==> src/sv/mbfr_pkg.sv <==
// shared constants and types for the msb-first bit field reader
package mbfr_pkg;

  localparam int unsigned BufferBytes = 256;
  localparam int unsigned AddrW       = $clog2(BufferBytes);
  localparam int unsigned LenW        = $clog2(BufferBytes + 1);
  localparam int unsigned PosW        = LenW + 3;
  localparam int unsigned MaxBits     = 32;
  localparam int unsigned FetchBytes  = 5;
  localparam int unsigned AccW        = FetchBytes * 8;

  typedef enum logic [2:0] {
    OP_LOAD   = 3'd0,
    OP_READ_U = 3'd1,
    OP_READ_S = 3'd2,
    OP_REWIND = 3'd3,
    OP_CLEAR  = 3'd4
  } op_e;

  typedef enum logic [2:0] {
    ST_IDLE,
    ST_FETCH,
    ST_DRAIN,
    ST_ALIGN,
    ST_EMIT
  } state_e;

  typedef struct packed {
    logic fetch;
    logic align;
    logic emit;
    logic busy;
  } ctrl_t;

endpackage

==> src/sv/msb_first_bit_field_reader.sv <==
// msb-first bit field reader: byte buffer, running bit position, field extraction
// a read that fits walks through the fetch, drain, align and emit states before the result strobe;
// busy stays high in those states and the next command is taken in the strobe cycle.
// the field is gathered from five bytes read one per cycle from the buffer's read
// port, then aligned and sign-handled; a short read skips the fetch and goes to emit.
// load, rewind and clear complete at the accepting edge with no result and no busy.
// reset clears length, position and control; buffer contents are not reset.
module msb_first_bit_field_reader (
  input  logic        clk_i,
  input  logic        rst_ni,
  input  logic        start,
  output logic        busy,
  input  logic [2:0]  op_i,
  input  logic [7:0]  load_byte_i,
  input  logic [5:0]  bit_count_i,
  output logic        result_valid_o,
  output logic [31:0] field_value_o,
  output logic        short_read_o
);
  import mbfr_pkg::*;

  localparam logic [2:0] LastByte = 3'(FetchBytes - 1);

  state_e state_q, state_d;
  ctrl_t  ctrl;

  logic [7:0]          mem [BufferBytes];
  logic [7:0]          rd_data_q;
  logic                rd_vld_q;
  logic [AddrW-1:0]    rd_addr;

  logic [LenW-1:0]     len_q;
  logic [PosW-1:0]     pos_q;
  logic [AddrW-1:0]    base_q;
  logic [2:0]          off_q;
  logic [5:0]          n_q;
  logic                signed_q;
  logic                short_q;
  logic [2:0]          cnt_q;
  logic [AccW-1:0]     acc_q;
  logic [31:0]         field_q;
  logic                sign_q;

  logic                res_valid_q;
  logic [31:0]         res_value_q;
  logic                res_short_q;

  logic                accept;
  logic [5:0]          n_clamp;
  logic [PosW:0]       end_sum;
  logic [PosW:0]       lim;
  logic                fits;
  logic                sign_fits;
  logic                sfits;
  logic                mem_we;

  logic [5:0]          sh;
  logic [AccW-1:0]     shifted;
  logic [5:0]          mag_w;
  logic [31:0]         mask;
  logic [5:0]          sign_idx;

  // decode of the incoming command against current length and position
  always_comb begin
    accept    = start && !ctrl.busy;
    n_clamp   = (bit_count_i > 6'(MaxBits)) ? 6'(MaxBits) : bit_count_i;
    end_sum   = {1'b0, pos_q} + (PosW+1)'(n_clamp);
    lim       = {1'b0, len_q, 3'b000};
    fits      = end_sum <= lim;
    sign_fits = {1'b0, pos_q} < lim;
    sfits     = (n_clamp != 6'd0) && fits;
    mem_we    = accept && (op_i == OP_LOAD) && (len_q < LenW'(BufferBytes));
    rd_addr   = base_q + AddrW'(cnt_q);
  end

  // next state
  always_comb begin
    state_d = state_q;
    case (state_q)
      ST_IDLE: begin
        if (accept) begin
          case (op_i)
            OP_READ_U: state_d = fits ? ST_FETCH : ST_EMIT;
            OP_READ_S: state_d = sfits ? ST_FETCH : ST_EMIT;
            default:   state_d = ST_IDLE;
          endcase
        end
      end
      ST_FETCH: state_d = (cnt_q == LastByte) ? ST_DRAIN : ST_FETCH;
      ST_DRAIN: state_d = ST_ALIGN;
      ST_ALIGN: state_d = ST_EMIT;
      ST_EMIT:  state_d = ST_IDLE;
      default:  state_d = ST_IDLE;
    endcase
  end

  // state outputs
  always_comb begin
    ctrl = '0;
    case (state_q)
      ST_IDLE:  ctrl = '0;
      ST_FETCH: begin
        ctrl.fetch = 1'b1;
        ctrl.busy  = 1'b1;
      end
      ST_DRAIN: ctrl.busy = 1'b1;
      ST_ALIGN: begin
        ctrl.align = 1'b1;
        ctrl.busy  = 1'b1;
      end
      ST_EMIT: begin
        ctrl.emit = 1'b1;
        ctrl.busy = 1'b1;
      end
      default:  ctrl = '0;
    endcase
  end

  always_ff @(posedge clk_i or negedge rst_ni) begin
    if (!rst_ni) begin
      state_q <= ST_IDLE;
    end else begin
      state_q <= state_d;
    end
  end

  // byte buffer, one write port and one read port
  always_ff @(posedge clk_i) begin
    if (mem_we) begin
      mem[len_q[AddrW-1:0]] <= load_byte_i;
    end
    rd_data_q <= mem[rd_addr];
  end

  // length and position
  always_ff @(posedge clk_i or negedge rst_ni) begin
    if (!rst_ni) begin
      len_q <= '0;
      pos_q <= '0;
    end else if (accept) begin
      case (op_i)
        OP_LOAD: begin
          if (mem_we) begin
            len_q <= len_q + LenW'(1);
          end
        end
        OP_READ_U: begin
          if (fits) begin
            pos_q <= end_sum[PosW-1:0];
          end
        end
        OP_READ_S: begin
          if (sfits) begin
            pos_q <= end_sum[PosW-1:0];
          end else if (sign_fits) begin
            // sign bit stays consumed even when the magnitude is short
            pos_q <= pos_q + PosW'(1);
          end
        end
        OP_REWIND: pos_q <= '0;
        OP_CLEAR: begin
          len_q <= '0;
          pos_q <= '0;
        end
        default: ;
      endcase
    end
  end

  // command latch and fetch sequencing
  always_ff @(posedge clk_i or negedge rst_ni) begin
    if (!rst_ni) begin
      cnt_q    <= '0;
      rd_vld_q <= 1'b0;
    end else begin
      rd_vld_q <= ctrl.fetch;
      if (accept) begin
        cnt_q <= '0;
      end else if (ctrl.fetch) begin
        cnt_q <= cnt_q + 3'd1;
      end
    end
  end

  always_ff @(posedge clk_i) begin
    if (accept) begin
      base_q   <= pos_q[AddrW+2:3];
      off_q    <= pos_q[2:0];
      n_q      <= n_clamp;
      signed_q <= (op_i == OP_READ_S);
      short_q  <= (op_i == OP_READ_S) ? !sfits : !fits;
    end
    if (rd_vld_q) begin
      acc_q <= {acc_q[AccW-9:0], rd_data_q};
    end
  end

  // alignment: first fetched byte sits at the top of the accumulator
  always_comb begin
    sh       = 6'(AccW) - {3'b000, off_q} - n_q;
    shifted  = acc_q >> sh;
    mag_w    = n_q - {5'b00000, signed_q};
    mask     = 32'hFFFF_FFFF >> (6'(MaxBits) - mag_w);
    sign_idx = n_q - 6'd1;
  end

  always_ff @(posedge clk_i) begin
    if (ctrl.align) begin
      field_q <= shifted[31:0] & mask;
      sign_q  <= signed_q & shifted[sign_idx];
    end
    if (ctrl.emit) begin
      if (short_q) begin
        res_value_q <= '0;
      end else if (sign_q) begin
        res_value_q <= 32'd0 - field_q;
      end else begin
        res_value_q <= field_q;
      end
      res_short_q <= short_q;
    end
  end

  always_ff @(posedge clk_i or negedge rst_ni) begin
    if (!rst_ni) begin
      res_valid_q <= 1'b0;
    end else begin
      res_valid_q <= ctrl.emit;
    end
  end

  assign busy           = ctrl.busy;
  assign result_valid_o = res_valid_q;
  assign field_value_o  = res_value_q;
  assign short_read_o   = res_short_q;

  // a short transfer always carries a zero value
  a_short_zero: assert property (@(posedge clk_i) disable iff (!rst_ni)
    result_valid_o && short_read_o |-> field_value_o == 32'd0)
    else $error("short read with nonzero value");

  // position never runs past the loaded bits
  a_pos_bound: assert property (@(posedge clk_i) disable iff (!rst_ni)
    {1'b0, pos_q} <= {1'b0, len_q, 3'b000})
    else $error("bit position beyond loaded length");

  // a strobe follows exactly one emit cycle
  a_strobe_src: assert property (@(posedge clk_i) disable iff (!rst_ni)
    result_valid_o |-> $past(state_q == ST_EMIT))
    else $error("result strobe without emit");

  // an accepted read makes the block busy
  a_read_busy: assert property (@(posedge clk_i) disable iff (!rst_ni)
    accept && (op_i == OP_READ_U || op_i == OP_READ_S) |=> busy)
    else $error("read accepted but block not busy");

  // fetch counter stays within the byte window
  a_cnt_range: assert property (@(posedge clk_i) disable iff (!rst_ni)
    ctrl.fetch |-> cnt_q <= LastByte)
    else $error("fetch counter out of range");

endmodule
==> config.mk <==
export PLATFORM = sky130hd
export DESIGN_NAME = msb_first_bit_field_reader
export DESIGN_NICKNAME = d
export VERILOG_FILES = /design/src/sv/mbfr_pkg.sv /design/src/sv/msb_first_bit_field_reader.sv
export SDC_FILE = /design/constraint.sdc
export NUM_CORES = 2
export LEC_CHECK = 0
export BUFFER_PORTS_ARGS = -buffer_cell sky130_fd_sc_hd__buf_4
export CAP_MARGIN = 20
export CORE_AREA = 2 2 550 552
export CTS_BUF_LIST = sky130_fd_sc_hd__clkbuf_8 sky130_fd_sc_hd__clkbuf_16
export DETAILED_ROUTE_END_ITERATION = 10
export DIE_AREA = 0 0 552 554
export GPL_TIMING_DRIVEN = 1
export PLACE_DENSITY = 0.49
export SYNTH_ARGS = -nofsm -noshare
export SYNTH_HDL_FRONTEND = slang
export SYNTH_SLANG_ARGS = --single-unit
==> constraint.sdc <==
create_clock -name clk_i -period 8.2 [get_ports clk_i]
set_input_delay 1.64 -clock clk_i [delete_from_list [all_inputs] [get_ports clk_i]]
set_output_delay 1.64 -clock clk_i [all_outputs]
set_load 0.01 [all_outputs]
==> summary.md <==
| Metric | Value |
|---|---|
| R2R cell count | `16` |
| Overall global routing resource usage | `0.148` |
| Fmax achieved | `167 MHz` |
| CTS Buffer Depth | `3` |
| Initial antenna violation count | `11` |
| Max_cap viols | `0` |
| Global-route wire length before repair | `331,000 µm` |
| Mapped Area | `0.0896 mm²` |
| Seq cells post-synth | `2,210` |
| Syn_area_per_cell | `21.1 µm²` |
| # port buffers | `54` |
| Pleak | `31.5 nW` |
| Initial Util | `0.299` |
| VDD IR max | `0.553 mV` |
| Root Buffer | `clkbuf_16` |
| Pre-antenna DRT Iters | `5` |
| Synth async-reset ratio | `0.0131` |
| Clock Pin Slew Worst Setup and Hold Paths | `60 ps` |
| Number of global-route vias before repair | `44,004` |
| CP endpoint kind | `flip-flop` |
| Predominant post-synthesis flop cell | `edfxtp_1` |
| Worst-Margin Slew | `1160 ps` |
| Share of layout cells above drive strength 1 | `0.268` |
| Setup TNS | `0 ps` |
| Final hold violations | `0` |
| Resize count post-CTS | `0` |
| Detail Placement HPWL | `133,000 µm` |
| Worst setup path endpoint | `pos_q[0]` |
| RSZ-0062 raised after global routing | `no` |
| H-tree Lvls | `4` |
| Die W | `552 µm` |
| CTS tree | `yes` |
| Top cell type's share of synthesized area | `0.728` |
| Mapped Cells | `4,252` |
| Setup Skew | `82.8 ps` |
| Worst-Skew Late Latency | `900 ps` |
| CTS Sinks | `2,210` |
| Reg2Reg Launch Point | `pos_q[0]` |
| Top cell type by total area after synthesis | `edfxtp_1` |
| Die height | `554 µm` |
| Rows | `201` |
| CP Max Fanout | `12` |
| Synthesized Nets | `4,318` |
| R2r setup slk | `2650 ps` |
| Crit path launch | `bit_count_i[0]` |
| Distinct cells, synth | `82` |
| Largest net degree at the start of global routing | `181` |
| Hold WS | `395 ps` |
| Critical Path RT | `8950 ps` |
| # hold bufs at CTS | `0` |
| Cts bufs inserted | `225` |
| Pwr Density | `408 mW/mm²` |
| Register area share after synthesis | `0.738` |
| Die area | `0.306 mm²` |
| IO Pins | `55` |
| Worst slew margin | `0.229` |
| Drt drc | `0` |
| DP Area | `0.0949 mm²` |
| Final Instance Area | `0.102 mm²` |
| List of most frequent post-synthesis cells | `2,173 x edfxtp_1, 716 x mux4_2, 360 x nor2_1` |
| Vias/cell | `4.99` |
| Final worst-path cycle share | `0.731` |
| Ys Warns | `0` |
| RePlAce Congestion | `0.822` |
| Aggregate global routing overflow | `0` |
| Critical Path AT | `6750 ps` |
| Post-route ant nets | `0` |
| Worst min path class | `reg2reg` |
| Crit path time final | `5990 ps` |
| Largest cells by area after synthesis | `edfxtp_1 73%, mux4_2 18%, nor2_1 1.5%` |
| CORE AREA | `0.299 mm²` |
| Nets | `4,419` |
| Status | `completed` |
| DR WL/cell | `26.9 µm` |
| Crit Reg-Reg Endpoint | `pos_q[0]` |
| Post-synth EDFFs | `2,173` |
| Vias post-DR | `42,425` |
| Setup violators final | `0` |
| Area grow syn2layout | `14.2%` |
| Startpoint Class | `primary input` |
| Critical path type | `in2reg` |
| Total wire length | `229,000 µm` |
| Setup Buffers After CTS | `0` |
| DRT iter0 DRCs | `3,973` |
| Top-count cell post-synth | `edfxtp_1` |
| Final slew viol count | `0` |
## how the worst min path moves through the flow
stage | slack (ps) | from | cells past startpoint | to
after floorplan | 390 | rd_data_q[0] | 0 | acc_q[0]
after global placement | 390 | rd_data_q[5] | 0 | acc_q[5]
after detailed placement | 390 | rd_data_q[4] | 0 | acc_q[4]
after CTS | 370 | rd_data_q[3] | 0 | acc_q[3]
after global routing | 400 | rd_data_q[0] | 0 | acc_q[0]
final | 390 | rd_data_q[3] | 0 | acc_q[3]
## logic make-up (layout without fill, tap and decap cells)
family	after synthesis	after routing	synth area share
AO/OA/AOI/OAI	224	224	0.0179
XOR/XNOR	69	69	0.00675
adder cells (fa/ha/maj)	46	46	0.00668
buffers and inverters	278	574	0.0128
flip-flops	2210	2210	0.738
multiplexers	761	761	0.185
other	0	3	0
AND/OR/NAND/NOR	664	664	0.0323
## cells in the final DEF (no fill, tap or decap), types with 40 or more instances in the layout
cell type and n:
nand3_1 42, nand2_1 116, a21oi_1 52, clkinv_1 56, clkinv_2 42, ha_1 40, buf_4 86, nor2_1 359
clkbuf_16 225, mux4_2 716, edfxtp_1 2173, inv_1 85
## critical path: stages
cell,delay (ps)
buf_4,110
nor2b_1,150
ha_1,210
fa_1,410
a21o_1,200
a21oi_1,220
o21bai_1,90
a21oi_1,330
nor2_1,120
and3_1,210
xor2_1,200
ha_1,290
a21o_1,170
a221oi_1,310
o32a_1,390
a21oi_1,380
a21oi_1,880
mux2_2,420
## stage by stage
stage / std cells / total power, W / setup slack (ps) / utilization
2_1_floorplan: 4252 / 0.0254 / 2490 / -
6_report: 8509 / 0.0418 / 2210 / 0.342
5_1_grt: 8507 / 0.0435 / 1980 / 0.342
4_1_cts: 8506 / 0.0424 / 2350 / 0.342
3_5_place_dp: 8084 / 0.0321 / 1410 / 0.317
3_3_place_gp: 8084 / 0.0321 / 1450 / 0.317
## registers in the layout (all words and copies together), names as in the netlist, 3 cells and up
name / cells
rd_data_q: 8
cnt_q: 3
field_q: 32
mem: 2048
len_q: 9
off_q: 3
field_value_o: 32
pos_q: 12
n_q: 6
acc_q: 40
base_q: 8
state_q: 3
## cell type report
type                            instances  area, µm²
Timing Repair Buffer                  112       1130
Tap cell                             3958       4950
Clock buffer                          228       5670
Fill cell                           27903     197000
Clock inverter                        194       1790
Multi-Input combinational cell       1764      22500
Antenna cell                            3       7.51
Sequential cell                      2210      66100
Inverter                               40        150
## power breakdown
part	leakage, nW	switching (W)	internal (W)	total, W
clock	3.81	0.00446	0.00580	0.0103
sequential	20.0	0.000369	0.0128	0.0132
combinational	7.65	0.0102	0.00818	0.0183
## metal layers
metal,share of wire,track usage
met1,0.44,0.205
met3,0.051,0.0215
met5,0,0
met4,0.021,0.0377
met2,0.49,0.246
(Power assumes the default switching activity.)
